File: config.mk
export PLATFORM = sky130hd
export DESIGN_NAME = quadrature_encoder_speed_meter
export DESIGN_NICKNAME = d
export VERILOG_FILES = /design/src/rtl/core/qesm_pkg.sv /design/src/rtl/core/qesm_ctrl.sv /design/src/rtl/core/qesm_dpath.sv /design/src/rtl/core/quadrature_encoder_speed_meter.sv
export SDC_FILE = /design/constraint.sdc
export NUM_CORES = 1
export LEC_CHECK = 0
export BUFFER_PORTS_ARGS = -buffer_cell sky130_fd_sc_hd__buf_2
export CORE_MARGIN = 2
export CORE_UTILIZATION = 40
export DETAILED_ROUTE_END_ITERATION = 10
export SYNTH_ARGS = -nofsm -noshare
export SYNTH_HDL_FRONTEND = slang
export SYNTH_HIERARCHICAL = 1
export SYNTH_SLANG_ARGS = --single-unit
File: constraint.sdc
create_clock -name i_clk -period 10.3 [get_ports i_clk]
set_input_delay 0 -clock i_clk [delete_from_list [all_inputs] [get_ports i_clk]]
set_output_delay 0 -clock i_clk [all_outputs]
set_load 0.03 [all_outputs]
File: src/rtl/core/qesm_pkg.sv
package qesm_pkg;

    // Sizing
    localparam int CHANNELS    = 4;
    localparam int COUNT_WIDTH = 16;
    localparam int CH_IDX_W    = (CHANNELS > 1) ? $clog2(CHANNELS) : 1;
    localparam int PROD_W      = COUNT_WIDTH + 17;   // signed count x unsigned 16-bit scale
    localparam int SPEED_W     = PROD_W - 8;         // product after the Q8 shift
    localparam int CFG_IDX_W   = 2;
    localparam int CFG_DATA_W  = 16;

    localparam logic signed [COUNT_WIDTH-1:0] COUNT_MAX =
        COUNT_WIDTH'((64'd1 << (COUNT_WIDTH - 1)) - 64'd1);
    localparam logic signed [COUNT_WIDTH-1:0] COUNT_MIN = -COUNT_MAX;

    // Function codes of an input word
    localparam logic FUNC_EDGE = 1'b0;
    localparam logic FUNC_TICK = 1'b1;

    // Configuration register indexes
    localparam logic [CFG_IDX_W-1:0] REG_SPEED_SCALE = 2'd0;
    localparam logic [CFG_IDX_W-1:0] REG_SPEED_LIMIT = 2'd1;

    localparam logic [15:0] SCALE_RESET = 16'd36009;
    localparam logic [14:0] LIMIT_RESET = 15'd25600;

    typedef struct packed {
        logic       func;
        logic [1:0] channel;
        logic       a_level;
        logic       b_level;
    } t_in_word;

    typedef struct packed {
        logic [1:0]         out_channel;
        logic signed [15:0] count_delta;
        logic signed [15:0] speed_q8;
        logic               last;
    } t_out_word;

    typedef enum logic [1:0] {
        ST_IDLE,
        ST_MUL,
        ST_OUT
    } t_state;

    typedef struct packed {
        logic                edge_upd;   // apply the accepted edge word to its count
        logic                mul_load;   // register count x scale, clear the count
        logic                out_load;   // shift, clamp and load the output register
        logic [CH_IDX_W-1:0] idx;        // channel being reported
        logic                last;       // final channel of the tick
    } t_cmd;

    typedef struct packed {
        logic out_free;                  // output register can take a word this cycle
    } t_status;

endpackage

File: src/rtl/core/qesm_ctrl.sv
module qesm_ctrl (
    input  logic             i_clk,
    input  logic             i_rst_n,
    input  logic             i_in_valid,
    input  logic             i_in_func,
    output logic             o_in_ready,
    input  qesm_pkg::t_status i_sts,
    output qesm_pkg::t_cmd    o_cmd
);
    import qesm_pkg::*;

    localparam logic [CH_IDX_W-1:0] LAST_IDX = CH_IDX_W'(CHANNELS - 1);

    t_state              r_state, n_state;
    logic [CH_IDX_W-1:0] r_idx, n_idx;

    always_ff @(posedge i_clk) begin
        if (!i_rst_n) begin
            r_state <= ST_IDLE;
            r_idx   <= '0;
        end else begin
            r_state <= n_state;
            r_idx   <= n_idx;
        end
    end

    always_comb begin
        n_state        = r_state;
        n_idx          = r_idx;
        o_in_ready     = 1'b0;
        o_cmd          = '0;
        o_cmd.idx      = r_idx;
        o_cmd.last     = (r_idx == LAST_IDX);
        unique case (r_state)
            ST_IDLE: begin
                o_in_ready = 1'b1;
                if (i_in_valid) begin
                    if (i_in_func == FUNC_TICK) begin
                        n_state = ST_MUL;
                    end else begin
                        o_cmd.edge_upd = 1'b1;
                    end
                end
            end
            ST_MUL: begin
                o_cmd.mul_load = 1'b1;
                n_state        = ST_OUT;
            end
            ST_OUT: begin
                if (i_sts.out_free) begin
                    o_cmd.out_load = 1'b1;
                    if (r_idx == LAST_IDX) begin
                        n_idx   = '0;
                        n_state = ST_IDLE;
                    end else begin
                        n_idx   = r_idx + 1'b1;
                        n_state = ST_MUL;
                    end
                end
            end
            default: begin
                n_state = ST_IDLE;
            end
        endcase
    end

    a_idle_idx_zero: assert property (@(posedge i_clk) disable iff (!i_rst_n)
        (r_state == ST_IDLE) |-> (r_idx == '0))
        else $error("channel index not zero while idle");

    a_load_when_free: assert property (@(posedge i_clk) disable iff (!i_rst_n)
        o_cmd.out_load |-> i_sts.out_free)
        else $error("output load while output register busy");

    a_mul_then_out: assert property (@(posedge i_clk) disable iff (!i_rst_n)
        (r_state == ST_MUL) |=> (r_state == ST_OUT))
        else $error("product stage not followed by output stage");

    a_idle_after_last: assert property (@(posedge i_clk) disable iff (!i_rst_n)
        (o_cmd.out_load && !o_cmd.last) |=> (r_state == ST_MUL))
        else $error("tick ended before the last channel");

endmodule

File: src/rtl/core/qesm_dpath.sv
module qesm_dpath (
    input  logic                                 i_clk,
    input  logic                                 i_rst_n,
    input  qesm_pkg::t_cmd                       i_cmd,
    output qesm_pkg::t_status                    o_sts,
    input  qesm_pkg::t_in_word                   i_in_word,
    input  logic                                 i_cfg_valid,
    input  logic [qesm_pkg::CFG_IDX_W-1:0]       i_cfg_index,
    input  logic [qesm_pkg::CFG_DATA_W-1:0]      i_cfg_data,
    output logic                                 o_out_valid,
    input  logic                                 i_out_ready,
    output qesm_pkg::t_out_word                  o_out_word
);
    import qesm_pkg::*;

    logic signed [COUNT_WIDTH-1:0] r_count [CHANNELS];
    logic [15:0]                   r_scale;
    logic [14:0]                   r_limit;
    logic signed [PROD_W-1:0]      r_prod;
    logic signed [COUNT_WIDTH-1:0] r_delta;
    logic                          r_out_valid;
    t_out_word                     r_out_word, n_out_word;

    logic [CH_IDX_W-1:0]           edge_idx;
    logic                          edge_ok;
    logic signed [COUNT_WIDTH-1:0] edge_cur, n_edge_count;
    logic signed [PROD_W-1:0]      product;
    logic signed [SPEED_W-1:0]     speed_raw, speed_lim, speed_clamped;

    // Edge: +1 when A equals B, -1 otherwise, held at the saturation bounds
    always_comb begin
        edge_idx = CH_IDX_W'(i_in_word.channel);
        edge_ok  = (32'(i_in_word.channel) < CHANNELS);
        edge_cur = r_count[edge_idx];
        if (i_in_word.a_level == i_in_word.b_level) begin
            n_edge_count = (edge_cur < COUNT_MAX) ? edge_cur + 1'b1 : edge_cur;
        end else begin
            n_edge_count = (edge_cur > COUNT_MIN) ? edge_cur - 1'b1 : edge_cur;
        end
    end

    assign product = $signed(r_count[i_cmd.idx]) * $signed({1'b0, r_scale});

    // Floor shift by 8, then clamp to +/- limit
    always_comb begin
        speed_raw = r_prod[PROD_W-1:8];
        speed_lim = $signed(SPEED_W'(r_limit));
        if (speed_raw > speed_lim) begin
            speed_clamped = speed_lim;
        end else if (speed_raw < -speed_lim) begin
            speed_clamped = -speed_lim;
        end else begin
            speed_clamped = speed_raw;
        end
        n_out_word             = r_out_word;
        n_out_word.out_channel = 2'(i_cmd.idx);
        n_out_word.count_delta = 16'(r_delta);
        n_out_word.speed_q8    = speed_clamped[15:0];
        n_out_word.last        = i_cmd.last;
    end

    always_ff @(posedge i_clk) begin
        if (!i_rst_n) begin
            for (int i = 0; i < CHANNELS; i++) begin
                r_count[i] <= '0;
            end
            r_scale <= SCALE_RESET;
            r_limit <= LIMIT_RESET;
        end else begin
            if (i_cfg_valid) begin
                if (i_cfg_index == REG_SPEED_SCALE) begin
                    r_scale <= i_cfg_data;
                end else if (i_cfg_index == REG_SPEED_LIMIT) begin
                    r_limit <= i_cfg_data[14:0];
                end
            end
            if (i_cmd.edge_upd && edge_ok) begin
                r_count[edge_idx] <= n_edge_count;
            end
            if (i_cmd.mul_load) begin
                r_count[i_cmd.idx] <= '0;
            end
        end
    end

    always_ff @(posedge i_clk) begin
        if (i_cmd.mul_load) begin
            r_prod  <= product;
            r_delta <= r_count[i_cmd.idx];
        end
        if (i_cmd.out_load) begin
            r_out_word <= n_out_word;
        end
    end

    always_ff @(posedge i_clk) begin
        if (!i_rst_n) begin
            r_out_valid <= 1'b0;
        end else if (i_cmd.out_load) begin
            r_out_valid <= 1'b1;
        end else if (i_out_ready) begin
            r_out_valid <= 1'b0;
        end
    end

    assign o_sts.out_free = !r_out_valid || i_out_ready;
    assign o_out_valid    = r_out_valid;
    assign o_out_word     = r_out_word;

endmodule

File: src/rtl/core/quadrature_encoder_speed_meter.sv
// Four-channel quadrature encoder speed meter.
// Input channel (i_in_valid / o_in_ready / i_in_word): an edge word
// (func = edge) names a channel and carries the A and B levels at an A-phase
// edge; the channel count steps up when A equals B, down otherwise, and
// saturates at +/-32767. A tick word (func = tick) closes the window.
// Output channel (o_out_valid / i_out_ready / o_out_word): per tick one word
// per channel, in channel order: count delta, speed = (delta * scale) >>> 8
// in Q8.8 clamped to +/-limit, and last on the final channel. The count is
// cleared as it is reported. Edge words produce no output.
// Config channel (i_cfg_valid / o_cfg_ready): index 0 speed_scale, index 1
// speed_limit; other indexes are dropped. Always ready; write only when idle.
// Sequencing: an edge word is applied to its channel count as it is accepted.
// A tick steps each channel in channel order through the product register,
// then shift/clamp into the output register. Input is held off while a tick
// runs and is taken again once the last channel's word is loaded.
// A stalled receiver holds the output register and the sequencer waits.
// Reset: counts cleared, registers to scale 36009 and limit 25600, no output.
module quadrature_encoder_speed_meter (
    input  logic                              i_clk,
    input  logic                              i_rst_n,
    input  logic                              i_in_valid,
    output logic                              o_in_ready,
    input  qesm_pkg::t_in_word                i_in_word,
    output logic                              o_out_valid,
    input  logic                              i_out_ready,
    output qesm_pkg::t_out_word               o_out_word,
    input  logic                              i_cfg_valid,
    output logic                              o_cfg_ready,
    input  logic [qesm_pkg::CFG_IDX_W-1:0]    i_cfg_index,
    input  logic [qesm_pkg::CFG_DATA_W-1:0]   i_cfg_data
);
    import qesm_pkg::*;

    t_cmd    cmd;
    t_status sts;

    // Register writes are never stalled, nothing to back-pressure
    assign o_cfg_ready = 1'b1;

    qesm_ctrl u_ctrl (
        .i_clk      (i_clk),
        .i_rst_n    (i_rst_n),
        .i_in_valid (i_in_valid),
        .i_in_func  (i_in_word.func),
        .o_in_ready (o_in_ready),
        .i_sts      (sts),
        .o_cmd      (cmd)
    );

    qesm_dpath u_dpath (
        .i_clk       (i_clk),
        .i_rst_n     (i_rst_n),
        .i_cmd       (cmd),
        .o_sts       (sts),
        .i_in_word   (i_in_word),
        .i_cfg_valid (i_cfg_valid),
        .i_cfg_index (i_cfg_index),
        .i_cfg_data  (i_cfg_data),
        .o_out_valid (o_out_valid),
        .i_out_ready (i_out_ready),
        .o_out_word  (o_out_word)
    );

endmodule
Word level (Yosys, flattened, before mapping)
Memory sizes are Yosys's and may differ from the RTL's. A register that Yosys moved wholly into a read port is not among the register bits.
Index checks and enable logic that the tools add are counted.

cells by class
  add/sub/neg operators = 4
  $mul = 1
  order comparisons = 4
  equality and inequality tests = 8
  mux-type cells = 35
  bitwise gates (word level) = 1
  reduce and logical (&&, ||, !) cells = 11

operator list
  cell                     number
  $mux W16                 6
  $mul A16 B17 Y33         1
  $reduce_or A16 Y1        2
  $gt A25 B16 Y1           1
  $lt A25 B25 Y1           1
  $neg A15 Y25             1
  $mux W1                  19
  $add A16 B1 Y16 const B  1
  $gt A16 B16 Y1 const B   1
  $lt A16 B16 Y1 const B   1
  $mux W2                  8
  $sub A16 B1 Y16 const B  1
  $mux W15                 1
  $ne A2 B2 Y1 const B     3
  $pmux W2 S3              1
  $reduce_and A3 Y1        2
  $eq A2 B1 Y1 const B     2
  $eq A2 B2 Y1 const B     2
  $logic_not A2 Y1         2
  $reduce_and A2 Y1        2
  $add A2 B1 Y2 const B    1
  $reduce_bool A2 Y1       1
  $eq A1 B1 Y1             1
  $logic_not A1 Y1         1
  2 further kinds          2

word-level totals
  flip-flop bits (word level) = 120
  RAM bits = 64
  output and inout bits = 38
  logic and storage cells = 77
  memories = 1

memories
  memory           depth  width  read ports  clocked after memory_dff  write ports  RTL line          source
  u_dpath.r_count  4      16     2           1                         4            qesm_dpath.sv:16  logic signed [COUNT_WIDTH-1:0] r_count [CHANNELS];

Logic depth before layout (Yosys ltp)
  depth in word-level cells = 9
  mapped depth = 27

Hierarchy
Netlist, hierarchy kept.

modules (own cells, without submodules)
  module                          instances  cells an instance  area an instance (um^2)
  qesm_dpath                      1          1731               16915.0
  qesm_ctrl                       1          23                 215.2
  quadrature_encoder_speed_meter  1          2                  11.3

Worst setup path after synthesis
OpenSTA, ideal clock, no wires.

  path kind = flip-flop to flip-flop
  start = register u_ctrl/r_idx[0] (netlist name)
  end = register u_dpath.r_prod[32] (data pin)
  data arrival time = 7.588 ns
  required time = 10.040 ns
  setup slack = 2.452 ns
  stages on the path, launching flop included = 25
  period minus slack after synthesis = 7.848 ns
  cells stage by stage = dfxtp_1 > buf_1 > clkbuf_1 > mux2_2 > o21ai_1 > clkbuf_1 > nor2_1 > fa_1 > fa_1 > fa_1 > fa_1 > fa_1 > inv_1 > fa_1 > inv_1 > ha_1 > a21o_1 > a21o_1 > a21oi_1 > o211ai_1 > o21ai_1 > a31oi_1 > a311o_1 > a21oi_1 > xnor2_1

RTL lines
  element               RTL line          source
  to (signal assigned)  qesm_dpath.sv:88  r_prod <= product;
  to (decl)             qesm_dpath.sv:19  logic signed [PROD_W-1:0] r_prod;

==> impl_metrics.py <==
metrics = {
    "route": {
        "ant_nets": 0,
        "first_pass_iters": 5,
        "wire_per_inst_um": 18.3,
        "route.detailed.drc": 0,
        "routed_via_density": 5.34,
        "drt-initial-drc-count": 772,
        "totalWireLength_mm": 43.3,
        "vias": 12600,
    },
    "setup_path": {
        "path_class": "reg -> reg",
        "cp_slowest_cell": "dfxtp_1",
        "timing.critical_path.mode_cell": "fa_1",
        "crit_path_start_kind": "register",
        "worst_path_dominant_cell_family": "adder cells",
        "critPathBufInv": 5,
        "required_ps": 10510,
        "crit_path_max_incr_delay_ps": 710,
        "end_kind": "register",
        "arrival_ps": 7970,
        "critPathMaxFanout": 17,
        "crit_path_cell_trace": "buf_4 -> mux4_2 -> and2_1 -> fa_1 -> inv_1 -> fa_1 -> inv_1 -> fa_1 -> fa_1 -> fa_1 -> inv_1 -> fa_1 -> inv_1 -> ha_1 -> nand4_1 -> nor2_1 -> o2111ai_1 -> a21oi_1 -> o21ai_1 -> a31oi_1 -> a311o_1 -> a21oi_1 -> xnor2_1",
    },
    "min_path": {
        "hold_class": "in -> reg",
    },
    "power": {
        "netSwitchingFraction": 0.293,
        "p_leak_nw": 8.75,
        "power_switching_mw": 0.516,
        "p_per_area_nw_per_um2": 93.3,
        "internal_power_mw": 1.24,
        "combPwrFrac": 0.184,
        "vdd_drop_max_mv": 0.100,
        "seqPwrFrac": 0.442,
        "power.share.clock": 0.375,
    },
    "die": {
        "io_pins": 66,
        "die_y_um": 211,
        "row_count": 75,
        "start_util": 0.407,
        "core-area_um2": 42100,
        "die_w_um": 211,
        "dieArea_um2": 44500,
    },
    "synth": {
        "synth_nets": 2140,
        "synth_warnings": 6,
        "yosysUniqueCellTypes": 70,
        "syn_avg_cell_area_um2": 9.76,
        "synth-edff-count": 76,
        "ys.flop_type": "dfxtp_1",
        "netlist_area_um2": 17100,
        "async_flop_share": 0,
        "synth_cells": 1756,
        "synth_seq_area_share": 0.250,
        "ys_ff_latch": 176,
    },
    "clock_network": {
        "clock_path_buffers": 2,
        "h-tree-depth": 4,
        "clk_pin_slew_ps": 80,
        "post_cts_resized": 0,
        "cts_root_buffer": "clkbuf_16",
        "clock-sinks": 176,
        "post_cts_buffers": 0,
        "cts_tree": "done",
        "insertion_delay_ps": 460,
        "cts_buffers": 17,
        "ctsHoldBuffers": 25,
    },
    "final_layout": {
        "syn_to_final_growth_pct": 10.0,
        "nNetsFinal": 2195,
        "drive_gt1_frac": 0.0938,
        "fin_util": 0.448,
        "n_fill_cell": 3993,
    },
    "global_routing": {
        "grt_use_total": 0.201,
        "overflow": 0,
        "grt_pass1_vias": 12900,
        "grt_pass1_wl_mm": 69.3,
        "antenna_found_initial": 0,
        "grt_max_degree": 60,
    },
    "placed_design": {
        "gp_congestion": 0.826,
        "place_hpwl_mm": 32.3,
        "io_buffers": 64,
    },
    "timing": {
        "fin_tns_setup_ps": 0,
        "worstMarginPinSlew_ps": 1140,
        "fin_skew_ps": 14.0,
        "hold-worst-slack_ps": -27.0,
        "setup_violations": 0,
        "slew_headroom": 0.241,
        "hold_violations": 1,
        "period_share": 0.754,
        "grt_setup_unrepaired": "false",
        "period_minus_slack_ps": 7760,
        "clock.fmax_ghz": 0.129,
        "slew_viol_final": 0,
    },
    "outcome": {
        "status": "finished with violations",
        "violations": "negative hold slack",
    },
    "job": {
        "maxCapViolCount": 0,
    },
}
[state kept, by name, indices dropped and copies added, names as in the netlist]
name,flops
u_dpath/r_prod,25
u_ctrl/r_idx,2
u_dpath/o_out_valid,1
u_ctrl/r_state,2
u_dpath/r_scale,16
u_dpath/r_limit,15
u_dpath/o_out_word,35
u_dpath/r_count,64
u_dpath/r_delta,16
[through the flow]
step / hold WS [ps] / area (µm²) / cells / power [mW] / setup slack [ps]
finish: -27.0 / 18900 / 2364 / 1.76 / 2540
global route: 42.3 / 18900 / 2363 / 1.84 / 2190
CTS: 1.50 / 18900 / 2363 / 1.78 / 2550
detailed placement: 254 / 18000 / 2306 / 1.11 / 2580
global placement: 252 / 18000 / 2306 / 1.10 / 2620
floorplan: 118 / 17100 / 1756 / 1.02 / 2450
[final timing paths]
| kind | cells past startpoint | endpoint | start | slack, ps |
|---|---|---|---|---|
| setup / recovery | 23 | u_dpath/r_prod[32] | u_ctrl/r_idx[1] | 2540 |
| hold / removal | 3 | u_dpath/o_out_valid | i_out_ready | -30 |
| setup reg to reg | 23 | u_dpath/r_prod[32] | u_ctrl/r_idx[1] | 2540 |
| hold reg to reg | 0 | u_dpath/o_out_word[19] | u_dpath/r_delta[2] | 420 |
[power by group through the flow]
stage | clock, mW | combinational (mW) | sequential, mW
2_1_floorplan | 0 | 0.229 | 0.787
3_3_place_gp | 0 | 0.312 | 0.792
3_5_place_dp | 0 | 0.316 | 0.793
4_1_cts | 0.677 | 0.325 | 0.777
5_1_grt | 0.700 | 0.363 | 0.779
6_report | 0.659 | 0.323 | 0.777
[synthesized netlist by cell type (21+ instances only)]
cell	count	area, µm²
fa_1	193	3860
inv_1	262	983
edfxtp_1	76	2280
xnor2_1	31	272
a22o_1	44	385
dfxtp_1	100	2000
ha_1	163	2040
a21oi_1	46	230
a21boi_0	23	173
clkbuf_1	58	218
and2_1	122	763
nor2_1	53	199
nand2_1	247	927
mux4_2	31	698
o21ai_0	21	105
a21o_1	25	188
nand3_1	36	180
[cell usage in the layout, fill, tap and decap left out, types with 36 or more instances in the layout]
cell type,n
fa_1,193
and2_1,122
a22o_1,44
inv_1,262
ha_1,163
nand3_1,36
nor2_1,53
nand2_1,247
dfxtp_1,100
buf_2,64
edfxtp_1,76
a21oi_1,45
[layer usage]
metal  GRT usage  vias to the layer above  routed length, µm
met4      0.0505                        0                640
met3      0.0309                       43               1840
met2       0.353                      275              21900
li1            -                     5900                  -
met5           0                        -                  0
met1       0.260                     6400              19000
[cells by family (layout without fill, tap and decap cells)]
| kind of cell | Yosys count | count (layout) | share of synthesized area |
|---|---|---|---|
| simple gates | 556 | 556 | 0.160 |
| flops | 176 | 176 | 0.250 |
| buf+inv | 337 | 405 | 0.0749 |
| xor+xnor | 49 | 49 | 0.0250 |
| mux | 50 | 50 | 0.0522 |
| compound gates | 231 | 231 | 0.0931 |
| fa+ha+maj | 356 | 356 | 0.344 |
| other cells | 1 | 2 | 0.000219 |
[layout make-up]
type,count,area [µm²],share of cell area
Clock inverter,13,150,0.00796
Inverter,262,983,0.0521
Antenna cell,1,2.50,0.000133
Timing Repair Buffer,111,736,0.0390
Clock buffer,19,433,0.0230
Sequential cell,176,4280,0.227
Multi-Input combinational cell,1243,11600,0.615
Tap cell,539,674,0.0358
[worst register-to-register path: cells and delay by family, from the launching register on]
family,cells,cell delay (ps)
XOR/XNOR,1,120
adder cells (fa/ha/maj),7,3530
multiplexers,1,510
AO/OA/AOI/OAI,6,1490
flip-flops,1,710
buffers and inverters,5,520
AND/OR/NAND/NOR,3,640
Note: power is estimated with default switching activity, not from simulation.
